$ cat src/hw/rtl/cbu_pkg.sv
// Shared types and constants for the Cyrillic byte to UTF-8 transcoder.
package cbu_pkg;

  // Code page register values
  localparam logic [1:0] PAGE_KOI8R    = 2'd0;
  localparam logic [1:0] PAGE_CP1251   = 2'd1;
  localparam logic [1:0] PAGE_ISO88595 = 2'd2;

  // UTF-8 lead bytes for the Cyrillic block
  localparam logic [7:0] LEAD_LO = 8'hD0;
  localparam logic [7:0] LEAD_HI = 8'hD1;

  // Default depth of the queue between front and back
  localparam int unsigned QUEUE_DEPTH = 2;

  typedef enum logic {
    KIND_ONE = 1'b0,
    KIND_TWO = 1'b1
  } kind_t;

  // One classified request: one or two UTF-8 bytes to send
  typedef struct packed {
    kind_t      kind;
    logic [7:0] first;
    logic [7:0] second;
  } entry_t;

  typedef struct packed {
    logic full;
    logic empty;
  } queue_status_t;

endpackage

$ cat src/hw/rtl/cbu_front.sv
// Front end: code page register, byte classification, queue write.
module cbu_front (
  input  logic                   clk,
  input  logic                   rst,
  input  logic                   push,
  input  logic [7:0]             in_byte,
  input  logic                   cfg_we,
  input  logic [1:0]             cfg_wdata,
  input  cbu_pkg::queue_status_t status,
  output logic                   q_wr,
  output cbu_pkg::entry_t        q_data
);
  import cbu_pkg::*;

  // KOI8-R lowercase 0xC0-0xDF: {lead is D1, second byte}
  function automatic logic [8:0] koi_lower(input logic [4:0] idx);
    logic [8:0] r;
    unique case (idx)
      5'd0:  r = {1'b1, 8'h8E};
      5'd1:  r = {1'b0, 8'hB0};
      5'd2:  r = {1'b0, 8'hB1};
      5'd3:  r = {1'b1, 8'h86};
      5'd4:  r = {1'b0, 8'hB4};
      5'd5:  r = {1'b0, 8'hB5};
      5'd6:  r = {1'b1, 8'h84};
      5'd7:  r = {1'b0, 8'hB3};
      5'd8:  r = {1'b1, 8'h85};
      5'd9:  r = {1'b0, 8'hB8};
      5'd10: r = {1'b0, 8'hB9};
      5'd11: r = {1'b0, 8'hBA};
      5'd12: r = {1'b0, 8'hBB};
      5'd13: r = {1'b0, 8'hBC};
      5'd14: r = {1'b0, 8'hBD};
      5'd15: r = {1'b0, 8'hBE};
      5'd16: r = {1'b0, 8'hBF};
      5'd17: r = {1'b1, 8'h8F};
      5'd18: r = {1'b1, 8'h80};
      5'd19: r = {1'b1, 8'h81};
      5'd20: r = {1'b1, 8'h82};
      5'd21: r = {1'b1, 8'h83};
      5'd22: r = {1'b0, 8'hB6};
      5'd23: r = {1'b0, 8'hB2};
      5'd24: r = {1'b1, 8'h8C};
      5'd25: r = {1'b1, 8'h8B};
      5'd26: r = {1'b0, 8'hB7};
      5'd27: r = {1'b1, 8'h88};
      5'd28: r = {1'b1, 8'h8D};
      5'd29: r = {1'b1, 8'h89};
      5'd30: r = {1'b1, 8'h87};
      default: r = {1'b1, 8'h8A};
    endcase
    return r;
  endfunction

  logic [1:0] code_page;
  logic       has_result;
  logic [8:0] koi;
  entry_t     cls;

  always_ff @(posedge clk) begin
    if (rst) begin
      code_page <= PAGE_KOI8R;
    end else if (cfg_we) begin
      code_page <= cfg_wdata;
    end
  end

  always_comb begin
    koi        = koi_lower(in_byte[4:0]);
    has_result = 1'b0;
    cls.kind   = KIND_ONE;
    cls.first  = in_byte;
    cls.second = 8'h00;
    unique case (code_page)
      PAGE_KOI8R: begin
        if (!in_byte[7]) begin
          has_result = 1'b1;
        end else if (in_byte[7:6] == 2'b11) begin
          has_result = 1'b1;
          cls.kind   = KIND_TWO;
          if (!in_byte[5]) begin
            cls.first  = koi[8] ? LEAD_HI : LEAD_LO;
            cls.second = koi[7:0];
          end else begin
            // uppercase: always D0, second byte shifted by 0x20
            cls.first  = LEAD_LO;
            cls.second = koi[8] ? koi[7:0] + 8'd32 : koi[7:0] - 8'd32;
          end
        end
      end
      PAGE_CP1251: begin
        cls.kind = KIND_TWO;
        has_result = 1'b1;
        if (in_byte < 8'd160) begin
          cls.kind = KIND_ONE;
        end else if (in_byte >= 8'd192 && in_byte <= 8'd239) begin
          cls.first  = LEAD_LO;
          cls.second = in_byte - 8'd48;
        end else if (in_byte >= 8'd240) begin
          cls.first  = LEAD_HI;
          cls.second = in_byte - 8'd112;
        end else if (in_byte == 8'd168) begin
          cls.first  = LEAD_LO;
          cls.second = 8'd129;
        end else if (in_byte == 8'd184) begin
          cls.first  = LEAD_HI;
          cls.second = 8'd145;
        end else begin
          has_result = 1'b0;
        end
      end
      PAGE_ISO88595: begin
        cls.kind = KIND_TWO;
        has_result = 1'b1;
        if (in_byte < 8'd160) begin
          cls.kind = KIND_ONE;
        end else if (in_byte >= 8'd176 && in_byte <= 8'd223) begin
          cls.first  = LEAD_LO;
          cls.second = in_byte - 8'd32;
        end else if (in_byte >= 8'd224 && in_byte <= 8'd239) begin
          cls.first  = LEAD_HI;
          cls.second = in_byte - 8'd96;
        end else if (in_byte == 8'd161) begin
          cls.first  = LEAD_LO;
          cls.second = 8'd129;
        end else if (in_byte == 8'd241) begin
          cls.first  = LEAD_HI;
          cls.second = 8'd145;
        end else begin
          has_result = 1'b0;
        end
      end
      default: begin
        has_result = 1'b0;
      end
    endcase
  end

  // requests with no output byte are accepted and dropped here
  assign q_wr   = push && !status.full && has_result;
  assign q_data = cls;

endmodule

$ cat src/hw/rtl/cbu_fifo.sv
// Short queue of classified requests between front and back.
module cbu_fifo #(
  parameter int unsigned DEPTH = cbu_pkg::QUEUE_DEPTH
) (
  input  logic                   clk,
  input  logic                   rst,
  input  logic                   wr_en,
  input  cbu_pkg::entry_t        wr_data,
  input  logic                   rd_en,
  output cbu_pkg::entry_t        rd_data,
  output cbu_pkg::queue_status_t status
);
  import cbu_pkg::*;

  localparam int unsigned PTR_W = (DEPTH > 1) ? $clog2(DEPTH) : 1;
  localparam int unsigned CNT_W = $clog2(DEPTH + 1);

  entry_t             slots [DEPTH];
  logic [PTR_W-1:0]   wr_ptr;
  logic [PTR_W-1:0]   rd_ptr;
  logic [CNT_W-1:0]   count;
  logic [CNT_W-1:0]   count_next;

  always_ff @(posedge clk) begin
    if (wr_en) begin
      slots[wr_ptr] <= wr_data;
    end
  end

  assign rd_data = slots[rd_ptr];

  always_comb begin
    unique case ({wr_en, rd_en})
      2'b10:   count_next = count + 1'b1;
      2'b01:   count_next = count - 1'b1;
      default: count_next = count;
    endcase
  end

  always_ff @(posedge clk) begin
    if (rst) begin
      wr_ptr <= '0;
      rd_ptr <= '0;
      count  <= '0;
    end else begin
      count <= count_next;
      if (wr_en) begin
        wr_ptr <= (wr_ptr == PTR_W'(DEPTH - 1)) ? '0 : wr_ptr + 1'b1;
      end
      if (rd_en) begin
        rd_ptr <= (rd_ptr == PTR_W'(DEPTH - 1)) ? '0 : rd_ptr + 1'b1;
      end
    end
  end

  assign status.full  = (count == CNT_W'(DEPTH));
  assign status.empty = (count == '0);

`ifndef ASSERT_OFF
  a_no_overflow: assert property (@(posedge clk) disable iff (rst)
    status.full |-> !wr_en || rd_en)
    else $error("queue written while full");
  a_no_underflow: assert property (@(posedge clk) disable iff (rst)
    status.empty |-> !rd_en)
    else $error("queue read while empty");
`endif

endmodule

$ cat src/hw/rtl/cbu_back.sv
// Back end: splits queued requests into single UTF-8 bytes on the result port.
module cbu_back (
  input  logic                   clk,
  input  logic                   rst,
  input  cbu_pkg::entry_t        q_data,
  input  cbu_pkg::queue_status_t status,
  output logic                   q_rd,
  input  logic                   pop,
  output logic                   empty,
  output logic [7:0]             out_byte,
  output logic                   last_of_char
);
  import cbu_pkg::*;

  logic       hold_valid;
  logic [7:0] hold_byte;
  logic       hold_last;
  logic       pend_valid;
  logic [7:0] pend_byte;
  logic       slot_free;

  assign slot_free = !hold_valid || pop;
  // the trailing byte of a pair goes out before the next request is taken
  assign q_rd      = slot_free && !pend_valid && !status.empty;

  always_ff @(posedge clk) begin
    if (rst) begin
      hold_valid <= 1'b0;
      pend_valid <= 1'b0;
    end else if (slot_free) begin
      if (pend_valid) begin
        hold_valid <= 1'b1;
        pend_valid <= 1'b0;
      end else if (q_rd) begin
        hold_valid <= 1'b1;
        pend_valid <= (q_data.kind == KIND_TWO);
      end else begin
        hold_valid <= 1'b0;
      end
    end
  end

  always_ff @(posedge clk) begin
    if (slot_free) begin
      if (pend_valid) begin
        hold_byte <= pend_byte;
        hold_last <= 1'b1;
      end else if (q_rd) begin
        hold_byte <= q_data.first;
        hold_last <= (q_data.kind == KIND_ONE);
        pend_byte <= q_data.second;
      end
    end
  end

  assign empty        = !hold_valid;
  assign out_byte     = hold_byte;
  assign last_of_char = hold_last;

`ifndef ASSERT_OFF
  a_pend_has_lead: assert property (@(posedge clk) disable iff (rst)
    pend_valid |-> hold_valid && !hold_last)
    else $error("pending trailing byte without its lead byte shown");
  a_lead_has_pend: assert property (@(posedge clk) disable iff (rst)
    hold_valid && !hold_last |-> pend_valid)
    else $error("lead byte shown with no trailing byte pending");
  a_trail_follows: assert property (@(posedge clk) disable iff (rst)
    pend_valid && pop |=> hold_valid && hold_last)
    else $error("trailing byte did not follow its lead byte");
`endif

endmodule

$ cat src/hw/rtl/cyrillic_byte_to_utf8_top.sv
// Top level of the Cyrillic single-byte to UTF-8 transcoder.
//
//  channel  | handshake           | payload
//  ---------+---------------------+-----------------------------------
//  request  | push / full         | in_byte[7:0]
//  result   | empty / pop         | out_byte[7:0], last_of_char
//  config   | cfg_we              | cfg_wdata[1:0] (source code page)
//
// One result byte can leave per cycle while pop is asserted. A two-byte
// request occupies the result port for both bytes, a single-byte request
// for one, a request with no mapping not at all; the next request is taken
// only once the trailing byte has entered the one-byte result register. An
// accepted request passes through the queue into the result register.
// Reset (rst, synchronous) empties the queue and the result register and
// selects KOI8-R. full follows only the queue, so requests keep arriving
// while a result waits for pop, until the queue fills.
module cyrillic_byte_to_utf8_top #(
  parameter int unsigned QUEUE_DEPTH = cbu_pkg::QUEUE_DEPTH
) (
  input  logic       clk,
  input  logic       rst,
  input  logic       push,
  output logic       full,
  input  logic [7:0] in_byte,
  output logic       empty,
  input  logic       pop,
  output logic [7:0] out_byte,
  output logic       last_of_char,
  input  logic       cfg_we,
  input  logic [1:0] cfg_wdata
);
  import cbu_pkg::*;

  queue_status_t q_status;
  entry_t        q_wr_data;
  entry_t        q_rd_data;
  logic          q_wr;
  logic          q_rd;

  // classify each request and queue only those that produce bytes
  cbu_front u_front (
    .clk       (clk),
    .rst       (rst),
    .push      (push),
    .in_byte   (in_byte),
    .cfg_we    (cfg_we),
    .cfg_wdata (cfg_wdata),
    .status    (q_status),
    .q_wr      (q_wr),
    .q_data    (q_wr_data)
  );

  // decouples classification from byte emission
  cbu_fifo #(
    .DEPTH (QUEUE_DEPTH)
  ) u_fifo (
    .clk     (clk),
    .rst     (rst),
    .wr_en   (q_wr),
    .wr_data (q_wr_data),
    .rd_en   (q_rd),
    .rd_data (q_rd_data),
    .status  (q_status)
  );

  // one UTF-8 byte per cycle while pop is asserted, out of a registered result slot
  cbu_back u_back (
    .clk          (clk),
    .rst          (rst),
    .q_data       (q_rd_data),
    .status       (q_status),
    .q_rd         (q_rd),
    .pop          (pop),
    .empty        (empty),
    .out_byte     (out_byte),
    .last_of_char (last_of_char)
  );

  assign full = q_status.full;

endmodule
$ cat config.mk
export PLATFORM = sky130hd
export DESIGN_NAME = cyrillic_byte_to_utf8_top
export DESIGN_NICKNAME = d
export VERILOG_FILES = /design/src/hw/rtl/cbu_pkg.sv /design/src/hw/rtl/cbu_front.sv /design/src/hw/rtl/cbu_fifo.sv /design/src/hw/rtl/cbu_back.sv /design/src/hw/rtl/cyrillic_byte_to_utf8_top.sv
export SDC_FILE = /design/constraint.sdc
export NUM_CORES = 1
export LEC_CHECK = 0
export ABC_AREA = 0
export BUFFER_PORTS_ARGS = -buffer_cell sky130_fd_sc_hd__buf_4
export CORE_ASPECT_RATIO = 0.5
export CORE_MARGIN = 1
export CORE_UTILIZATION = 40
export CTS_CLUSTER_SIZE = 14
export DETAILED_ROUTE_END_ITERATION = 8
export SYNTH_ARGS = -nofsm -noshare
export SYNTH_HDL_FRONTEND = slang
export SYNTH_HIERARCHICAL = 1
export SYNTH_SLANG_ARGS = --single-unit
$ cat constraint.sdc
create_clock -name clk -period 9.4 [get_ports clk]
set_input_delay 1.88 -clock clk [delete_from_list [all_inputs] [get_ports clk]]
set_output_delay 1.88 -clock clk [all_outputs]
set_load 0.05 [all_outputs]
==> results.sh <==
export IMPL_status="finished, final reports clean"
export IMPL_power_per_cell_area_nw_per_um2=258.7
export IMPL_track_usage=0.1726
export IMPL_io_pin_count=26
export IMPL_layout_commonest_cell="edfxtp_1"
export IMPL_cap_viol_max_count=0
export IMPL_switchingPower_mw=0.3216
export IMPL_worst_r2r_cell_count=3
export IMPL_grt_max_degree=28
export IMPL_finClkSkew_ns=0.004203
export IMPL_dieArea_sq_um=9095
export IMPL_period_share=0.4725
export IMPL_antenna_found_initial=0
export IMPL_seqPwrFrac=0.395
export IMPL_fin_crit_ns=4.441
export IMPL_met3_usage=0.03704
export IMPL_comb_power_share=0.287
export IMPL_startpoint="in_byte[4]"
export IMPL_critPathLaunchType="input pin"
export IMPL_cts_root_buf="clkbuf_16"
export IMPL_critPathCapture="u_fifo/slots[1][15]$_DFFE_PP_"
export IMPL_cts_resized=0
export IMPL_insertion_delay_ns=0.31
export IMPL_layout_nets=349
export IMPL_grt_setup_unrepaired="no"
export IMPL_portBuffers=25
export IMPL_final_cell_mix="edfxtp_1, buf_4, mux2_2"
export IMPL_globalplace_congestion=0.8336
export IMPL_path_max_fanout=17
export IMPL_cp_arrival_ns=4.38
export IMPL_grt_util_met2=0.2578
export IMPL_required_ns=9.34
export IMPL_dpl_hpwl_um=5219
export IMPL_critical_path_class="input pin to flop"
export IMPL_first_global_vias=2262
export IMPL_clk_pin_slew_ns=0.05
export IMPL_finalHoldViolations=0
export IMPL_maxSlewViolCount=0
export IMPL_ys_flop_type="edfxtp_1"
export IMPL_post_cts_buffers=0
export IMPL_ys_seq_area_frac=0.4921
export IMPL_drive_gt1_frac=0.2400
export IMPL_drt_iter0_drc=262
export IMPL_finalSetupViolations=0
export IMPL_htree_levels=3
export IMPL_die_h_um=67.94
export IMPL_grt_pass1_wl_um=11900
export IMPL_start_util=0.4241
export IMPL_fin_tns_setup_ns=0
export IMPL_max_slew_worst_pin_slew_ns=1.039
export IMPL_reg2reg_to="u_fifo/slots[1][15]$_DFFE_PP_"
export IMPL_synth_edf_count=51
export IMPL_antenna_cells=0
export IMPL_clock_path_buffers=2
export IMPL_wl_per_cell_um=16.68
export IMPL_area_growth_pct=14.82
export IMPL_synth_distinct_cells=58
export IMPL_fmax_ghz=0.2252
export IMPL_ys_ff_latch=60
export IMPL_slew_headroom=0.3023
export IMPL_leakage_nw=1.455
export IMPL_grt_busiest_layer="met2"
export IMPL_r2r_slack_ns=6.98
export IMPL_drc=0
export IMPL_synth_area_sq_um=3478
export IMPL_cts_num_sinks=60
export IMPL_p_clk_frac=0.318
export IMPL_overflow=0
export IMPL_vias=2400
export IMPL_hold_buffers=0
export IMPL_syn_nets=331
export IMPL_core_region_area_sq_um=8202
export IMPL_die_w_um=133.9
export IMPL_async_reset_ff_frac=0
export IMPL_ir_worst_vdd_mv=0.1916
export IMPL_cts_made_buffers=9
export IMPL_cts_tree="done"
export IMPL_end_kind="flop"
export IMPL_drt_wl_total_um=7288
export IMPL_firstDrtPassIters=5
export IMPL_vias_per_cell=5.492
export IMPL_hp_class="flop to flop"
export IMPL_ant_nets=0
export IMPL_row_count=23
export IMPL_timing_rr_start="u_front/code_page[0]$_SDFFE_PP0P_"
export IMPL_syn_inst=302
export IMPL_p_sw_frac=0.3113
export IMPL_worst_hold_slack_ns=0.4968
export IMPL_met1_usage=0.2493
export IMPL_p_int_mw=0.7115
export IMPL_yosysWarnings=6
export IMPL_avgSynthCellArea_sq_um=11.52
[per-layer routing]
metal | wire length [um] | part of all wire | vias to the layer above
li1 | - | - | 1171
met1 | 3801 | 0.52 | 1133
met2 | 2981 | 0.41 | 88
met3 | 406 | 0.056 | 8
met4 | 99 | 0.014 | 0
met5 | 0 | 0 | -
[cell type report]
type	instances	area, sq um
multi-input cells	208	1584
well taps	112	140.1
clock buffers	9	225.2
repair buffers	26	195.2
fillers	730	4208
inverters	15	56.30
clock inverters	7	81.33
flip-flops and latches	60	1712
[synthesized netlist by cell type, types with 3 or more instances]
master	n	area, sq um
or3_1	4	25.02
nand3b_1	3	22.52
mux2i_1	10	100.1
a21oi_1	7	35.03
a31oi_1	3	18.77
mux2_2	26	292.8
xnor2_1	3	26.28
nor2_1	23	86.33
o211ai_1	5	37.54
and3_1	4	25.02
nand3_1	5	25.02
nand2_1	14	52.55
ha_1	14	175.2
buf_6	4	45.04
dfxtp_1	9	180.2
buf_4	3	22.52
a311o_1	3	30.03
o21ai_2	3	26.28
and2_1	3	18.77
nor3_1	10	50.05
edfxtp_1	51	1531
o21ai_0	17	85.08
nor3b_1	3	22.52
nand2b_1	6	37.54
o311ai_0	3	26.28
inv_1	13	48.80
buf_2	11	55.05
o21ai_1	3	15.01
[metrics by stage]
| stage | area (sq um) | power, mW | utilization | cells | setup WS, ns |
|---|---|---|---|---|---|
| after floorplan | 3478 | 0.6295 | - | 302 | 4.809 |
| after global placement | 3687 | 0.7024 | 0.4496 | 421 | 4.696 |
| after detailed placement | 3687 | 0.7078 | 0.4496 | 421 | 4.621 |
| after CTS | 3994 | 1.040 | 0.4870 | 437 | 4.946 |
| after global routing | 3994 | 1.081 | 0.4870 | 437 | 4.733 |
| final | 3994 | 1.033 | 0.4870 | 437 | 4.959 |
[critical path: stages]
cell,delay (ns)
buf_4,0.17
clkinv_1,0.18
ha_1,0.30
and4_1,0.30
o21ai_2,0.12
o211ai_1,0.23
nor3_1,0.08
a311oi_1,0.40
and2_1,0.70
[state kept, by name, indices dropped and copies added (netlist names), named ones only]
| signal | cells |
|---|---|
| u_back/hold_valid | 1 |
| u_back/out_byte | 8 |
| u_fifo/slots | 34 |
| u_back/pend_valid | 1 |
| u_fifo/wr_ptr | 1 |
| u_fifo/count | 2 |
| u_fifo/rd_ptr | 1 |
| u_back/pend_byte | 8 |
| u_back/last_of_char | 1 |
| u_front/code_page | 2 |
[worst min-delay path by stage]
stage,endpoint,start,slack (ns),cells after the start
6_report,u_fifo/count[1]$_SDFFE_PP0P_,u_fifo/count[1]$_SDFFE_PP0P_,0.50,2
5_1_grt,u_fifo/count[1]$_SDFFE_PP0P_,u_fifo/count[1]$_SDFFE_PP0P_,0.51,2
4_1_cts,u_fifo/count[1]$_SDFFE_PP0P_,u_fifo/count[1]$_SDFFE_PP0P_,0.50,2
3_5_place_dp,u_fifo/count[1]$_SDFFE_PP0P_,u_fifo/count[1]$_SDFFE_PP0P_,0.49,2
3_3_place_gp,u_fifo/count[1]$_SDFFE_PP0P_,u_fifo/count[1]$_SDFFE_PP0P_,0.48,2
2_1_floorplan,u_fifo/count[1]$_SDFFE_PP0P_,u_fifo/count[1]$_SDFFE_PP0P_,0.46,2
[power groups by stage]
| stage | sequential [mW] | clock, mW | combinational, mW |
|---|---|---|---|
| floorplan | 0.464 | 0 | 0.166 |
| global placement | 0.410 | 0 | 0.293 |
| detailed placement | 0.413 | 0 | 0.294 |
| CTS | 0.409 | 0.335 | 0.297 |
| global route | 0.416 | 0.347 | 0.318 |
| finish | 0.408 | 0.329 | 0.296 |
[kinds of logic after synthesis]
kind of cell / share of synthesized area
and+or+nand+nor: 0.1504
AOI/OAI and AO/OA: 0.1227
DFF: 0.4921
muxes: 0.1194
buffers and inverters: 0.05251
adders and majority gates: 0.05036
xor gates and xnor gates: 0.01259
(Power assumes the default switching activity.)
